File: src/sv/fpa_pkg.sv
// package for the q24.8 fixed-point alu
// opcode codes, result width constants and the sideband record handed down the divider chain
// no dependencies
package fpa_pkg;

    localparam int DATA_W             = 32;
    localparam int FRACTION_BITS_DEF  = 8;
    localparam int OPCODE_W           = 4;

    typedef enum logic [OPCODE_W-1:0] {
        OP_ADD          = 4'd0,
        OP_SUB          = 4'd1,
        OP_MUL          = 4'd2,
        OP_DIV          = 4'd3,
        OP_MIN          = 4'd4,
        OP_MAX          = 4'd5,
        OP_INC          = 4'd6,
        OP_DEC          = 4'd7,
        OP_INT_TO_FIXED = 4'd8,
        OP_FIXED_TO_INT = 4'd9
    } op_t;

    // everything an item carries besides the divider's working values
    typedef struct packed {
        logic              valid;
        logic              is_div;
        logic              div_zero;
        logic              negate;
        logic              a_less;
        logic              a_equal;
        logic              a_greater;
        logic [DATA_W-1:0] other_res;
    } side_t;

endpackage

File: src/sv/fpa_prep.sv
// input stage of the alu: decodes the opcode, runs the multiplier and the other non-divide ops,
// and loads the operand magnitudes for the divider chain
// depends on fpa_pkg
module fpa_prep
    import fpa_pkg::*;
#(
    parameter int FRACTION_BITS = FRACTION_BITS_DEF,
    parameter int DW            = DATA_W + FRACTION_BITS
) (
    input  logic                     aclk,
    input  logic                     aresetn,
    input  logic                     en,
    input  logic                     in_valid,
    input  logic [OPCODE_W-1:0]      in_opcode,
    input  logic signed [DATA_W-1:0] in_a,
    input  logic signed [DATA_W-1:0] in_b,
    output side_t                    side_reg,
    output logic [DW-1:0]            dvd_reg,
    output logic [DATA_W-1:0]        dsr_reg
);

    op_t                       op;
    logic signed [2*DATA_W-1:0] prod;
    logic [DATA_W-1:0]         abs_a;
    logic [DATA_W-1:0]         abs_b;
    logic                      lt;
    logic                      gt;
    side_t                     side_next;

    assign op    = op_t'(in_opcode);
    assign prod  = in_a * in_b;
    assign abs_a = in_a[DATA_W-1] ? (~in_a + 1'b1) : in_a;
    assign abs_b = in_b[DATA_W-1] ? (~in_b + 1'b1) : in_b;
    assign lt    = in_a < in_b;
    assign gt    = in_a > in_b;

    always_comb begin
        side_next           = '0;
        side_next.valid     = in_valid;
        side_next.is_div    = (op == OP_DIV);
        side_next.div_zero  = (op == OP_DIV) && (in_b == '0);
        side_next.negate    = in_a[DATA_W-1] ^ in_b[DATA_W-1];
        side_next.a_less    = lt;
        side_next.a_equal   = (in_a == in_b);
        side_next.a_greater = gt;
        unique case (op)
            OP_ADD:          side_next.other_res = in_a + in_b;
            OP_SUB:          side_next.other_res = in_a - in_b;
            OP_MUL:          side_next.other_res = prod[FRACTION_BITS +: DATA_W];
            OP_MIN:          side_next.other_res = lt ? in_a : in_b;
            OP_MAX:          side_next.other_res = gt ? in_a : in_b;
            OP_INC:          side_next.other_res = in_a + 1'b1;
            OP_DEC:          side_next.other_res = in_a - 1'b1;
            OP_INT_TO_FIXED: side_next.other_res = in_a << FRACTION_BITS;
            OP_FIXED_TO_INT: side_next.other_res = in_a >>> FRACTION_BITS;
            default:         side_next.other_res = '0;
        endcase
    end

    always_ff @(posedge aclk) begin
        if (!aresetn) begin
            side_reg.valid <= 1'b0;
        end else if (en) begin
            side_reg <= side_next;
            dvd_reg  <= {abs_a, {FRACTION_BITS{1'b0}}};
            dsr_reg  <= abs_b;
        end
    end

endmodule

File: config.mk
export PLATFORM = sky130hd
export DESIGN_NAME = fpa_prep
export DESIGN_NICKNAME = d
export VERILOG_FILES = /design/src/sv/fpa_pkg.sv /design/src/sv/fpa_prep.sv
export SDC_FILE = /design/constraint.sdc
export NUM_CORES = 2
export LEC_CHECK = 0
export BUFFER_PORTS_ARGS = -buffer_cell sky130_fd_sc_hd__buf_2
export CORE_MARGIN = 1.5
export CORE_UTILIZATION = 50
export CTS_CLUSTER_DIAMETER = 150
export DETAILED_ROUTE_END_ITERATION = 7
export GPL_TIMING_DRIVEN = 0
export PLACE_DENSITY = 0.67
export SETUP_SLACK_MARGIN = 0.2
export SLEW_MARGIN = 25
export SYNTH_ARGS = -nofsm -noshare
export SYNTH_HDL_FRONTEND = slang
export SYNTH_SLANG_ARGS = --single-unit
File: constraint.sdc
create_clock -name aclk -period 11.8 [get_ports aclk]
set_input_delay 1.77 -clock aclk [delete_from_list [all_inputs] [get_ports aclk]]
set_output_delay 1.77 -clock aclk [all_outputs]
set_load 0.01 [all_outputs]
# --- Yosys cells after proc, flatten, opt, wreduce, memory -nomap -nowiden ---
# Index checks and enable logic that the tools add are counted.
word_totals:
  elab_cells: 43
  register_bits: 103
op_classes:
  addsub: 6
  mux: 5
  n_eq_ne: 10
  n_mul: 1
  bitwise_logic: 3
  magnitude_cmp: 2
  reduce_logical: 4
ops:
  columns: ["cell", "n"]
  rows:
  - ["one-hot mux 32 bit (9 select lines)", 1]
  - ["adder 32 x 1 -> 32 bit, second input constant", 3]
  - ["two-way mux 32 bit", 2]
  - ["NOT 32 bit", 2]
  - ["two-way mux 31 bit", 2]
  - ["multiplier 32 x 32 -> 40 bit", 1]
  - ["adder 32 bit", 1]
  - ["== test 32 bit", 1]
  - ["greater-than comparator 32 bit", 1]
  - ["logical NOT 32 bit", 1]
  - ["less-than comparator 32 bit", 1]
  - ["subtractor 32 x 1 -> 32 bit, second input constant", 1]
  - ["subtractor 32 bit", 1]
  - ["== test 4 x 3 -> 1 bit, second input constant", 4]
  - ["== test 4 x 2 -> 1 bit, second input constant", 2]
  - ["== test 4 bit, second input constant", 2]
  - ["== test 4 x 1 -> 1 bit, second input constant", 1]
  - ["logical NOT 4 bit", 1]
  - ["AND reduction 2 bit", 1]
  - ["logical AND 1 bit", 1]
  - ["XOR 1 bit", 1]

# --- Logic depth before layout (Yosys ltp) ---
logic_depth:
  word_depth: 3
  mapped_depth: 29
  mapped_depth_nobuf: 27

# --- Worst setup path after synthesis ---
# Ideal clock, no wire load.
synth_timing:
  path_kind: "input -> register"
  start: "in in_a[15]"
  end: "reg side_reg[25] (netlist bit), data pin"
  arrival_ps: 8643
  setup_ps: 274
  path_buffers: 2
  required_time_ps: 11526
  path_stages: 26
  path_slack_ps: 2883
  path_cell_list: "clkbuf_1 > clkbuf_1 > and2_1 > fa_1 > fa_1 > inv_1 > fa_1 > fa_1 > inv_1 > fa_1 > inv_1 > fa_1 > inv_1 > fa_1 > fa_1 > ha_1 > and3_1 > a221oi_1 > o211ai_1 > a211o_1 > a21o_1 > a21oi_1 > o21bai_1 > a21oi_1 > xor2_1 > o211ai_1"
synth_rtl:
  columns: ["item", "line_no", "source"]
  rows:
  - ["from (decl)", "fpa_prep.sv:15", "input logic signed [DATA_W-1:0] in_a,"]
  - ["to (signal assigned)", "fpa_prep.sv:64", "side_reg <= side_next;"]
  - ["to (decl)", "fpa_prep.sv:17", "output side_t side_reg,"]

==> flow_summary.json <==
{
  "run_status": "complete, but fails checks",
  "violations": "design-rule violations",
  "root_buffer": "clkbuf_16",
  "total_clock_buffers_created_by_cts": 9,
  "wl_per_cell_um": 29.08,
  "drive_gt1_share_pct": 6.857,
  "critical_path_arrival_ns": 11.73,
  "yosysWarningCount": 0,
  "drc_violations": 27,
  "critPathMaxStageDelay_ns": 0.96,
  "setup_viol": 0,
  "detailedRoute.firstPassIterationCount": 8,
  "final_max_slew_viol_count": 0,
  "fillerInstances": 6220,
  "multi_input_logic_area_mm2": 0.02684,
  "wire_length_of_the_first_global_routing_pass_mm": 200.2,
  "grt_antenna_before_repair": 16,
  "synth_top_area_share_pct": 38.51,
  "clk_path_buf_depth": 2,
  "drtAntennaViolNets": 0,
  "fmaxAchievable_mhz": 85.75,
  "detailed_place.area_mm2": 0.03557,
  "ioPinCount": 183,
  "clock-sinks": 103,
  "cp_data_required_time_ns": 11.87,
  "drt_iter0_drc": 3646,
  "die-area_mm2": 0.06862,
  "report.final.hold_viol_count": 0,
  "die_x_um": 262.0,
  "max_cap_viol_count": 0,
  "ys_async_sr_fraction_pct": 0,
  "period_share_pct": 98.82,
  "largest_register_ffs": 39,
  "fp.coreArea_mm2": 0.06610,
  "finalWeightedCongestion": 1.056,
  "seq_area_mm2": 0.003083,
  "timing.critical_path.to_type": "register",
  "cts_tree": "built",
  "timing.setup.tns_ns": 0,
  "vias_per_cell": 6.030,
  "route.vias.total": 28920,
  "hpwl_mm": 114.4,
  "clock_latency_ns": 0.39,
  "postSynth.topFlopCell": "edfxtp_1",
  "grtUsageTotal_pct": 41.51,
  "total_number_of_nets_in_the_final_design": 4885,
  "unrepaired_setup_endpoints_after_global_routing": "false",
  "path_common_cell": "fa_1",
  "holdBufCountCts": 0,
  "netlist-cell-type-count": 89,
  "grt_overflow": 0,
  "worst_hold_path_type": "reg -> reg",
  "die_height_um": 262.0,
  "timing.reg2reg.setup_slack_ns": 11.20,
  "port-buffer-count": 173,
  "relSlewSlack_pct": 18.94,
  "netlist_top_cells_area": "fa_1 39%, ha_1 9.3%, edfxtp_1 9.1%",
  "synth_area_leader_cell": "fa_1",
  "std_cell_rows": 94,
  "cts.repair_timing.setup_buffer_count": 0,
  "area_growth_syn_to_layout_pct": 7.143,
  "synth-seq-area-share_pct": 9.195,
  "syn_inst": 3727,
  "worst_setup_path_start_kind": "primary input",
  "grt_pass1_vias": 28780,
  "finalInstanceArea_mm2": 0.03592,
  "crit_slowest_cell": "clkbuf_1",
  "setup.worst_path.class": "in -> reg",
  "finClkSkew_ns": 0,
  "timing.final.crit_period_ns": 11.66,
  "syn_area_mm2": 0.03353,
  "finalWirelength_mm": 139.4,
  "ys_ff_latch": 103,
  "avg_cell_area_syn_um2": 8.996,
  "initial_core_utilization_pct": 50.72,
  "pin_count_of_the_biggest_net_entering_global_routing": 56,
  "slew_at_the_pin_closest_to_its_max_slew_limit_ns": 1.216,
  "synth_edf_count": 102,
  "worst-path-max-fanout": 10,
  "cts_htree_levels": 3,
  "cts.clk_slew.worst_paths_ns": 0.09
}
[cell usage in the layout (no fill, tap or decap), types with 20 or more instances in the layout]
| cell type | instances |
|---|---|
| buf_2 | 187 |
| inv_1 | 715 |
| nand2b_1 | 24 |
| a21o_1 | 33 |
| and2_1 | 400 |
| nor2_1 | 151 |
| a21oi_1 | 110 |
| a221o_1 | 21 |
| o31ai_1 | 21 |
| nand3_1 | 20 |
| clkbuf_1 | 187 |
| or3_1 | 20 |
| nand2_1 | 374 |
| xnor2_1 | 148 |
| xor2_1 | 31 |
| o21ai_0 | 84 |
| o21bai_1 | 22 |
| a221oi_1 | 25 |
| nor3_1 | 23 |
| ha_1 | 250 |
| edfxtp_1 | 102 |
| fa_1 | 645 |
[synthesized netlist by cell type (33+ instances only)]
cell type / number
fa_1: 645
nand2_1: 374
a21o_1: 33
xnor2_1: 149
nor2_1: 151
o21ai_0: 84
edfxtp_1: 102
and2_1: 401
ha_1: 250
clkbuf_1: 207
a21oi_1: 110
inv_1: 715
[timing repair]
item / in CTS / in global routing
setup endpoints to repair: 0 / 6
gates resized for setup: 0 / 15
endpoints found under the hold margin: 0 / 0
[cell families after synthesis]
kind of cell    synth area share [%]
compound gates                 10.58
simple gates                   16.28
xor+xnor                       4.784
buf+inv                        10.92
fa+ha+maj                      47.84
mux                           0.3806
flops                          9.195
other cells                  0.01118
[worst paths after layout]
path,from,cells past startpoint,endpoint
max reg2reg,side_reg[38],2,side_reg[38]
max,in_b[11],27,side_reg[25]
min reg2reg,side_reg[38],2,side_reg[38]
min,side_reg[38],2,side_reg[38]
[critical path: cells and delay by family]
kind                     cells  cell delay [ns]
adder cells (fa/ha/maj)      9             3.83
AO/OA/AOI/OAI                8             2.81
buffers and inverters        7             2.23
XOR/XNOR                     1             0.58
AND/OR/NAND/NOR              2             0.49
[layout make-up]
cell class / instances / area share, %
inverters: 718 / 7.513
diodes: 9 / 0.06270
flip-flops and latches: 103 / 8.582
multi-input cells: 2672 / 74.71
clock buffers: 9 / 0.6270
well taps: 864 / 3.009
clock inverters: 7 / 0.2543
plain buffers: 239 / 2.734
repair buffers: 175 / 2.508
[routing by layer]
layer | GRT usage (%) | vias up | part of all wire [%] | routed length [µm]
met4 | 24.49 | 4 | 7.3 | 10190
met1 | 54.74 | 14580 | 38 | 53610
met2 | 60.50 | 1880 | 42 | 57990
li1 | - | 12030 | - | -
met5 | 0.3472 | - | 0.052 | 72
met3 | 12.38 | 432 | 13 | 17590
[per-stage QoR]
step                      setup slack [ns]  instances  hold WS (ns)  utilization (%)
after floorplan                      2.883       3734        0.5383                -
after global placement             -0.5658       4771        0.4989            53.71
after detailed placement           -0.1637       4773        0.5045            53.81
after CTS                           0.2128       4789        0.5310            54.29
after global routing                0.1470       4789        0.5982            54.32
final                               0.1388       4796        0.5237            54.35
Power is left out: the tool's default activity adds up to more than one toggle a clock period on the data nets, which glitch-free logic cannot reach.
