<file path="config.mk">
export PLATFORM = sky130hd
export DESIGN_NAME = fpa_post
export DESIGN_NICKNAME = d
export VERILOG_FILES = /design/src/sv/fpa_pkg.sv /design/src/sv/fpa_post.sv
export SDC_FILE = /design/constraint.sdc
export NUM_CORES = 1
export LEC_CHECK = 0
export BUFFER_PORTS_ARGS = -buffer_cell sky130_fd_sc_hd__buf_4
export CAP_MARGIN = 30
export CORE_AREA = 2 2 75 77
export CTS_CLUSTER_DIAMETER = 100
export DETAILED_ROUTE_END_ITERATION = 10
export DIE_AREA = 0 0 77 79
export PLACE_DENSITY = 0.77
export SYNTH_ARGS = -nofsm -noshare
export SYNTH_HDL_FRONTEND = slang
export SYNTH_SLANG_ARGS = --single-unit
</file>
<file path="constraint.sdc">
create_clock -name aclk -period 4.4 [get_ports aclk]
set_input_delay 0.44 -clock aclk [delete_from_list [all_inputs] [get_ports aclk]]
set_output_delay 0.44 -clock aclk [all_outputs]
set_load 0.05 [all_outputs]
</file>
<file path="src/sv/fpa_pkg.sv">
// package for the q24.8 fixed-point alu
// opcode codes, result width constants and the sideband record handed down the divider chain
// no dependencies
package fpa_pkg;

    localparam int DATA_W             = 32;
    localparam int FRACTION_BITS_DEF  = 8;
    localparam int OPCODE_W           = 4;

    typedef enum logic [OPCODE_W-1:0] {
        OP_ADD          = 4'd0,
        OP_SUB          = 4'd1,
        OP_MUL          = 4'd2,
        OP_DIV          = 4'd3,
        OP_MIN          = 4'd4,
        OP_MAX          = 4'd5,
        OP_INC          = 4'd6,
        OP_DEC          = 4'd7,
        OP_INT_TO_FIXED = 4'd8,
        OP_FIXED_TO_INT = 4'd9
    } op_t;

    // everything an item carries besides the divider's working values
    typedef struct packed {
        logic              valid;
        logic              is_div;
        logic              div_zero;
        logic              negate;
        logic              a_less;
        logic              a_equal;
        logic              a_greater;
        logic [DATA_W-1:0] other_res;
    } side_t;

endpackage

</file>
<file path="src/sv/fpa_post.sv">
// output stage: applies the quotient sign, picks the result and holds the outgoing transfer
// depends on fpa_pkg
module fpa_post
    import fpa_pkg::*;
(
    input  logic              aclk,
    input  logic              aresetn,
    input  logic              en,
    input  side_t             side_in,
    input  logic [DATA_W-1:0] quo_in,
    output logic              out_valid_reg,
    output logic [DATA_W-1:0] out_res_reg,
    output logic [3:0]        out_flags_reg
);

    logic [DATA_W-1:0] res_next;

    always_comb begin
        priority if (!side_in.is_div) begin
            res_next = side_in.other_res;
        end else if (side_in.div_zero) begin
            res_next = '0;
        end else if (side_in.negate) begin
            res_next = ~quo_in + 1'b1;
        end else begin
            res_next = quo_in;
        end
    end

    always_ff @(posedge aclk) begin
        if (!aresetn) begin
            out_valid_reg <= 1'b0;
        end else if (en) begin
            out_valid_reg <= side_in.valid;
            out_res_reg   <= res_next;
            out_flags_reg <= {side_in.div_zero, side_in.a_greater,
                              side_in.a_equal, side_in.a_less};
        end
    end

endmodule

</file>
==> After elaboration in Yosys (flattened, before gate mapping) <==
Index checks and enable logic that the tools add are counted.
{ "word_totals": {"reg_bits": 37, "inputBits": 74, "out_inout_bits": 37, "elab_cells": 9} }
{ "op_classes": {"addsub": 1, "n_mux": 3, "bitwise_logic": 1, "n_reduce_logical": 1} }
{ "op_table": {"columns": ["operator", "count"], "rows": [
  ["32-bit 2-to-1 mux", 3],
  ["32-bit by 1-bit adder with 32-bit output, second input constant", 1],
  ["32-bit inverter", 1],
  ["2-bit AND reduction", 1]
]} }

==> Depth between registers and ports, before layout <==
Gate-level depths: netlist of run 1.
{ "logic_depth": {"depth_word": 5, "mapped_depth": 8, "mapped_depth_nobuf": 7} }

==> Worst setup path before layout of run 1 <==
Ideal clock, no wire load.
{ "synth_timing": {"path_type": "input-to-reg", "startpoint": "in quo_in[0]", "endpoint": "reg out_res_reg[20], data pin", "setup_time_ns": 0.266, "arrival_ns": 2.207, "t_required_ns": 4.134, "setup_slack_ns": 1.927, "cell_stages": 8, "path_buffers": 1, "path_cell_list": "inv_1 ha_1 or3b_2 or4_1 buf_2 o31ai_1 xor2_1 o2bb2ai_1"} }
{ "synth_via": {"elab_chain_len": 5} }
{ "synth_lines": {"columns": ["element", "line", "source"], "rows": [
  ["start: declaration", "fpa_post.sv:10", "input logic [DATA_W-1:0] quo_in,"],
  ["32-bit inverter", "fpa_post.sv:24", "res_next = ~quo_in + 1'b1;"],
  ["32-bit by 1-bit adder with 32-bit output", "fpa_post.sv:24", null],
  ["32-bit 2-to-1 mux", "fpa_post.sv:23", "end else if (side_in.negate) begin"],
  ["32-bit 2-to-1 mux", "fpa_post.sv:21", "end else if (side_in.div_zero) begin"],
  ["32-bit 2-to-1 mux", "fpa_post.sv:19", "priority if (!side_in.is_div) begin"],
  ["net res_next[20]", "fpa_post.sv:16", "logic [DATA_W-1:0] res_next;"],
  ["end signal: assignment", "fpa_post.sv:35", "out_res_reg <= res_next;"],
  ["end: declaration", "fpa_post.sv:12", "output logic [DATA_W-1:0] out_res_reg,"]
]} }
The timed path passes the listed nets, and every way through them passes these cells.
A chain may end at the register's enable or synchronous reset.

==> Worst setup path after layout of run 1 <==
Same ends and word-level chain as after synthesis.

==> results of run 1 <==
-- final timing paths --
kind         slack (ns)          endpoint  depth (start not counted)           from
min                0.33  out_flags_reg[1]                          1    side_in[33]
max reg2reg        3.81     out_valid_reg                          2  out_valid_reg
min reg2reg        0.53     out_valid_reg                          2  out_valid_reg
max                1.85   out_res_reg[20]                          8      quo_in[0]
-- stage by stage --
step           setup slack, ns  instances
2_1_floorplan             1.93        190
3_3_place_gp              1.59        359
3_5_place_dp              1.54        359
4_1_cts                   1.84        367
5_1_grt                   1.75        367
6_report                  1.85        367
-- synthesized netlist by cell type, types with 2 or more instances --
cell type	number
nand2_1	16
a21oi_1	2
o41ai_2	4
or4_1	3
o31a_1	3
o31ai_1	18
clkbuf_1	11
o2bb2ai_1	23
xnor2_1	4
nor2b_1	2
edfxtp_1	36
o41ai_1	2
mux2i_1	2
inv_1	5
or4_4	2
o21ai_0	4
nor3_1	5
or4b_1	2
or3_1	5
xor2_1	25
-- layout by cell type (no fill, tap or decap), drive strengths merged, types with 2 or more instances in the layout --
cell and instances:
a21oi 2, buf 111, bufinv 2, clkbuf 5, edfxtp 36, inv 5, mux2i 2, nand2 16
nor2b 2, nor3 5, o21ai 4, o2bb2ai 23, o31a 3, o31ai 18, o41ai 7, or3 5
or4 5, or4b 2, xnor2 4, xor2 25
-- where the power goes --
group	internal [uW]	total (uW)	leakage (uW)	switching [uW]
Sequential	418	425	0.000332	7.10
Clock	225	351	0.0000681	126
Combinational	108	277	0.000899	169
-- critical path: stages --
cell	delay, ns
buf_4	0.12
inv_1	0.05
ha_1	0.17
or3b_2	0.50
or4_1	0.69
o31ai_1	0.34
xor2_1	0.17
o2bb2ai_1	0.08
-- layer usage --
metal,share of wire [%],track usage [%],routed length (um),vias to the layer above
li1,-,-,-,952
met1,41,22.6,2400,921
met2,52,32.6,3040,75
met3,6.0,4.32,353,4
met4,0.99,6.07,58,0
met5,0,0,0,-
-- cell families after synthesis --
group	share of synthesized area [%]
AO/OA/AOI/OAI	23.0
XOR/XNOR	11.4
adder cells (fa/ha/maj)	0.561
buffers and inverters	3.59
flip-flops	49.4
multiplexers	0.897
AND/OR/NAND/NOR	11.2
-- layout make-up --
| class | count | area, sq um |
|---|---|---|
| Tap cell | 72 | 90.1 |
| Sequential cell | 37 | 1100 |
| Clock buffer | 5 | 68.8 |
| Inverter | 5 | 18.8 |
| Multi-Input combinational cell | 134 | 1050 |
| Clock inverter | 3 | 65.1 |
| Timing Repair Buffer | 111 | 833 |
| Fill cell | 479 | 2110 |
==> impl_metrics.ini, run 1 <==
[logic_synthesis]
synth_top_area_cell = edfxtp_1
yosys_warnings = 0
synthTopCellsByArea = edfxtp_1, xor2_1, o2bb2ai_1
ys.flop_type = edfxtp_1
synthCells = 190
ys_seq_elements = 37
avgSynthCellArea_sq_um = 11.7
synthArstFlopShare_pct = 0
yosysTopAreaCellShare_pct = 48.5
yosysUniqueCellTypes = 36
syn_area_sq_mm = 0.00223
syn_nets = 265
yosysSeqAreaShare_pct = 49.4
synth_edf_count = 36

[timing]
fin_worst_skew_ns = 0
holdWs_ns = 0.326
tightest_slew_ns = 0.998
fmax_ghz = 0.392
setup-violations-final = 0
relSlewSlack_pct = 33.5
slew_viol_final = 0
rsz0062_at_grt = no
finalSetupTns_ns = 0
hold_violations = 0
period_minus_slack_ns = 2.55
finalCritPeriodShare_pct = 58.0

[grt]
grt_pass1_vias = 1846
grt_use_total_pct = 18.6
grt-ovfl-total = 0
grt_pass1_wl_um = 8850
antenna_found_initial = 0
grt_max_degree = 41

[floorplan]
rows = 27
start_util_pct = 41.8
die_h_um = 79
fp.dieArea_sq_mm = 0.00608
core_sq_mm = 0.00534
num_io_pins = 111
chipWidth_um = 77

[detailed_routing]
ant_nets = 0
drtIter0Drc = 100
drt_first_pass_iters = 5
wl_um = 5860
routedWlPerCell_um = 16.0
dr_total_vias = 1952
drc = 0
via_per_inst = 5.32

[layout]
antennaDiodeCount = 0
layout-drive-gt1-share_pct = 43.7
fin_util_pct = 60.5
design_area_sq_mm = 0.00323
synthToLayoutAreaGrowth_pct = 44.7
nets = 369
largest_register_ffs = 32

[pwr]
power_leakage_uw = 0.00130
vdd_drop_max_uv = 185
p_per_area_mw_per_mm2 = 326
p_total_uw = 1050

[clock_network]
cts_setup_buffers = 0
cts_tree = yes
cts_made_buffers = 5
clk_latency_ns = 0.28
clockBufferDepth = 2
clk_pin_slew_worst_paths_ns = 0.08
cts_root_buffer = clkbuf_8
ctsResizeCount = 0
cts-htree-levels = 2
cts_hold_buffers = 0
numClockSinks = 37

[placed_design]
dp_hpwl_um = 4310
place.gp.congestion = 0.726
place.port_buffers = 110
dpl-instance-area_sq_mm = 0.00309

[critical_path]
cp-end-kind = register
start_kind = primary input
crit_fanout = 8
crit_type = in -> reg
required_ns = 4.41
worstPathArrival_ns = 2.56

[run_status]
status = completed

[job]
drv_cap = 0

[hold_path]
hp-class = in -> reg
Power figures use the tool's default switching activity.
==> run 2, diff against run 1 <==
Settings changed: CORE_AREA 2 2 75 77 to 2 2 76 78, DIE_AREA 0 0 77 79 to 0 0 78 80, PLACE_DENSITY 0.77 to 0.78.
Clock period 4.4 ns to 2.2 ns, I/O delays scaled along.
==> impl_metrics.ini, run 2 (synthesis gave the netlist of run 1 again) <==
[detailed_routing]
dr_total_vias = 2047
routedWlPerCell_um = 15.3
drtIter0Drc = 128
wl_um = 5980
drt_first_pass_iters = 4
ant_nets = 0
via_per_inst = 5.22
drc = 0

[layout]
final_common_cell = buf_4
largest_register_ffs = 32
final_cell_mix = buf_4, edfxtp_1, xor2_1
layout-drive-gt1-share_pct = 49.7
fillers = 465
antennaDiodeCount = 0
nets = 394
synthToLayoutAreaGrowth_pct = 54.0

[critical_path]
rr_startpoint = out_valid_reg
start_kind = primary input
reg2reg_to = out_valid_reg
crit_fanout = 3
crit_cells = 8
crit_path_max_incr_delay_ns = 0.54
cp-end-kind = register
worstPathArrival_ns = 2.15
critPathTopFamily = simple AND/OR/NAND/NOR gates
crit_top_cell = or4b_1
cpMaxStageDelayCell = or4b_1
crit_type = in -> reg
rrSetupSlack_ns = 1.60
required_ns = 2.23
cp_cell_sequence = buf_4 -> inv_1 -> ha_2 -> or4b_1 -> or4b_1 -> o41ai_1 -> xor2_1 -> o2bb2ai_1
path_buf_inv = 2
rr_worst_depth = 2

[pwr]
p_sw_share_pct = 30.4
vdd_drop_max_uv = 316
internal_power_uw = 1420
power_leakage_uw = 0.00142
p_total_uw = 2040
power_frac_comb_pct = 28.8
clkPwrFrac_pct = 29.5
p_per_area_mw_per_mm2 = 593
power_frac_seq_pct = 41.8
p_sw_uw = 618

[floorplan]
die_h_um = 80
rows = 27
num_io_pins = 111
core_sq_mm = 0.00541
chipWidth_um = 78
fp.dieArea_sq_mm = 0.00624
start_util_pct = 41.3

[grt]
grt_pass1_vias = 1936
grt_pass1_wl_um = 9340
antenna_found_initial = 0
grt-ovfl-total = 0
grt_max_degree = 41
grt_use_total_pct = 19.1

[clock_network]
clk_pin_slew_worst_paths_ns = 0.08
cts_root_buffer = clkbuf_8
cts-htree-levels = 2
clk_latency_ns = 0.28
numClockSinks = 37
clockBufferDepth = 2
cts_tree = yes
cts_setup_buffers = 0
cts_made_buffers = 5

[timing]
finalSetupTns_ns = 0
setup-violations-final = 0
fin_worst_skew_ns = 0
tightest_slew_ns = 0.472
finalCritPeriodShare_pct = 96.3
slew_viol_final = 0
rsz0062_at_grt = no
hold_violations = 0
period_minus_slack_ns = 2.12
fmax_ghz = 0.472
relSlewSlack_pct = 68.6

[hold_path]
hp-class = in -> reg
min_path_cells = 1
hp-start = side_in[32]
hold_end = out_flags_reg[2]

[job]
drv_cap = 0

[placed_design]
place.gp.congestion = 0.754
dp_hpwl_um = 4520
place.port_buffers = 110

[run_status]
status = completed
run 2: cell count changes in the layout (fill, tap and decap cells not counted), sizes merged:
cell and change:
buf +25, clkinvlp +1, bufinv -1
run 2: per-layer routing:
layer / vias up / wire [um] / track usage [%]
li1: 1003 / - / -
met1: 968 / 2540 / 25.5
met2: 72 / 3070 / 32.0
met3: 4 / 320 / 3.17
met4: 0 / 43 / 5.26
met5: - / 0 / 0
run 2: how the worst max path moves through the flow:
| stage | from | to | slack [ns] |
|---|---|---|---|
| floorplan | quo_in[0] | out_res_reg[24] | -0.03 |
| global placement | quo_in[0] | out_res_reg[30] | -0.21 |
| detailed placement | quo_in[1] | out_res_reg[16] | -0.28 |
| CTS | quo_in[0] | out_res_reg[16] | 0.03 |
| global route | quo_in[1] | out_res_reg[30] | 0.01 |
| finish | quo_in[0] | out_res_reg[30] | 0.08 |
run 2: cell type report:
type                            count  area [sq um]  share of cell area [%]
Multi-Input combinational cell    134          1090                    31.6
Clock inverter                      3          46.3                    1.35
Sequential cell                    37          1100                    32.0
Timing Repair Buffer              136          1020                    29.8
Clock buffer                        5          68.8                    2.00
Inverter                            5          18.8                   0.546
Tap cell                           72          90.1                    2.62
run 2: power groups by stage:
stage                     Clock [uW]  Combinational, uW  Sequential (uW)
after floorplan                    0                147             1050
after global placement             0                576              866
after detailed placement           0                584              866
after CTS                        613                585              851
after global routing             639                623              854
final                            600                586              850
run 2: what timing repair did:
item | in CTS | in global routing
gates resized for setup | 0 | 7
setup endpoints to repair | 0 | 7
hold buffers | 0 | 0
run 2: metrics by stage:
stage	setup slack, ns	util [%]	hold slack [ns]	area (sq um)	instances
2_1_floorplan	-0.0255	-	0.319	2240	190
3_3_place_gp	-0.210	60.8	0.399	3290	384
3_5_place_dp	-0.284	60.8	0.399	3290	384
4_1_cts	0.0301	62.9	0.0984	3400	392
5_1_grt	0.0128	63.6	0.0894	3440	392
6_report	0.0821	63.6	0.101	3440	392
run 2: worst register-to-register path: cells and delay by family (launching register included):
family	cells	cell delay [ns]
simple gates	1	0.06
mux	1	0.12
flops	1	0.31
==> run 3, diff against run 2 <==
Settings changed: CORE_AREA 2 2 76 78 to 2 2 70 72, DIE_AREA 0 0 78 80 to 0 0 72 74, PLACE_DENSITY 0.78 to 0.87, RECOVER_POWER set to 50.
Clock period 2.2 ns to 2.5 ns, I/O delays scaled along.
==> impl_metrics.ini, run 3 (synthesis gave the netlist of run 1 again) <==
[run_status]
status = complete, but fails checks
violations = capacitance limit, slew limit

[floorplan]
fp.dieArea_sq_mm = 0.00533
start_util_pct = 48.5
num_io_pins = 111
rows = 25
core_sq_mm = 0.00460
chipWidth_um = 72
die_h_um = 74

[critical_path]
cpMaxStageDelayCell = or4_1
rrSetupSlack_ns = 1.91
start_kind = primary input
crit_type = in -> reg
crit_path_max_incr_delay_ns = 0.47
cp-startpoint = quo_in[0]
rr_startpoint = out_valid_reg
worstPathArrival_ns = 2.23
required_ns = 2.51
crit_fanout = 8
cp-end-kind = register
cp_cell_sequence = buf_4 -> inv_1 -> ha_1 -> or3b_2 -> or4_1 -> buf_4 -> o31ai_1 -> xor2_1 -> o2bb2ai_1
crit_top_cell = buf_4

[clock_network]
clk_latency_ns = 0.28
numClockSinks = 37
cts_tree = yes
cts_root_buffer = clkbuf_8
cts_setup_buffers = 0
cts_made_buffers = 5
ctsResizeCount = 0
cts-htree-levels = 2
clockBufferDepth = 2
clk_pin_slew_worst_paths_ns = 0.08
cts_hold_buffers = 0

[timing]
tightest_slew_ns = 2.04
slew_viol_final = 78
finalCritPeriodShare_pct = 88.6
hold_violations = 0
rsz0062_at_grt = no
fin_worst_skew_ns = 0
relSlewSlack_pct = -36.1
period_minus_slack_ns = 2.22
fmax_ghz = 0.451
setup-violations-final = 0

[detailed_routing]
ant_nets = 0
drtIter0Drc = 100
drc = 0
drt_first_pass_iters = 4
via_per_inst = 5.63
wl_um = 6000
routedWlPerCell_um = 16.9
dr_total_vias = 1999

[grt]
grt_use_total_pct = 22.0
grt_pass1_wl_um = 8980
grt-ovfl-total = 0
antenna_found_initial = 0
grt_max_degree = 41
grt_pass1_vias = 1907

[layout]
largest_register_ffs = 32
seq_area_sq_mm = 0.00110
final_common_cell = buf_4
layout-drive-gt1-share_pct = 38.9
antennaDiodeCount = 0
synthToLayoutAreaGrowth_pct = 40.7
fin_util_pct = 68.2
fillers = 379
multi_input_area_sq_mm = 0.00105
nets = 375
final_cell_mix = buf_4, edfxtp_1, xor2_1

[hold_path]
hp-class = in -> reg
hp-start = side_in[33]

[placed_design]
place.gp.congestion = 0.798
place.port_buffers = 110
dp_hpwl_um = 4510

[pwr]
vdd_drop_max_uv = 230
p_total_uw = 1630
p_per_area_mw_per_mm2 = 520
power_leakage_uw = 0.00124

[job]
drv_cap = 2
[run 3: where the power goes]
group | total, uW | switching, uW | internal [uW]
clock network | 406 | 213 | 193
registers | 750 | 12.4 | 737
logic | 477 | 298 | 179
total | 1630 | 524 | 1110
[run 3: metal layers]
layer / track usage [%] / vias up / wire, um
li1: - / 967 / -
met1: 27.5 / 946 / 2370
met2: 38.4 / 73 / 3190
met3: 3.79 / 13 / 315
met4: 8.81 / 0 / 134
met5: 0 / - / 0
[run 3: worst paths after layout]
path                            to  cells after the start
setup reg to reg     out_valid_reg                      2
hold reg to reg      out_valid_reg                      2
hold / removal    out_flags_reg[1]                      1
setup / recovery   out_res_reg[24]                      9
[run 3: stage by stage]
step                hold WS, ns  setup slack (ns)  setup TNS, ns  cells  cell area [sq um]
CTS                       0.133             0.277              0    355               3200
global route              0.154             0.159              0    355               3140
detailed placement        0.432           -0.0322        -0.0322    347               3120
global placement          0.428            0.0509              0    347               3120
finish                    0.159             0.284              0    355               3140
floorplan                 0.349             0.217              0    190               2230
[run 3: layout make-up]
| class | count | area share [%] |
|---|---|---|
| Clock buffer | 6 | 2.31 |
| Timing Repair Buffer | 117 | 26.1 |
| Inverter | 5 | 0.598 |
| Tap cell | 54 | 2.15 |
| Multi-Input combinational cell | 134 | 33.5 |
| Sequential cell | 37 | 35.1 |
| Clock inverter | 2 | 0.319 |
[run 3: critical path: cells and delay by family]
family          cells  cell delay [ns]
simple gates        2             0.93
buf+inv             3             0.36
compound gates      2             0.32
xor+xnor            1             0.20
fa+ha+maj           1             0.17
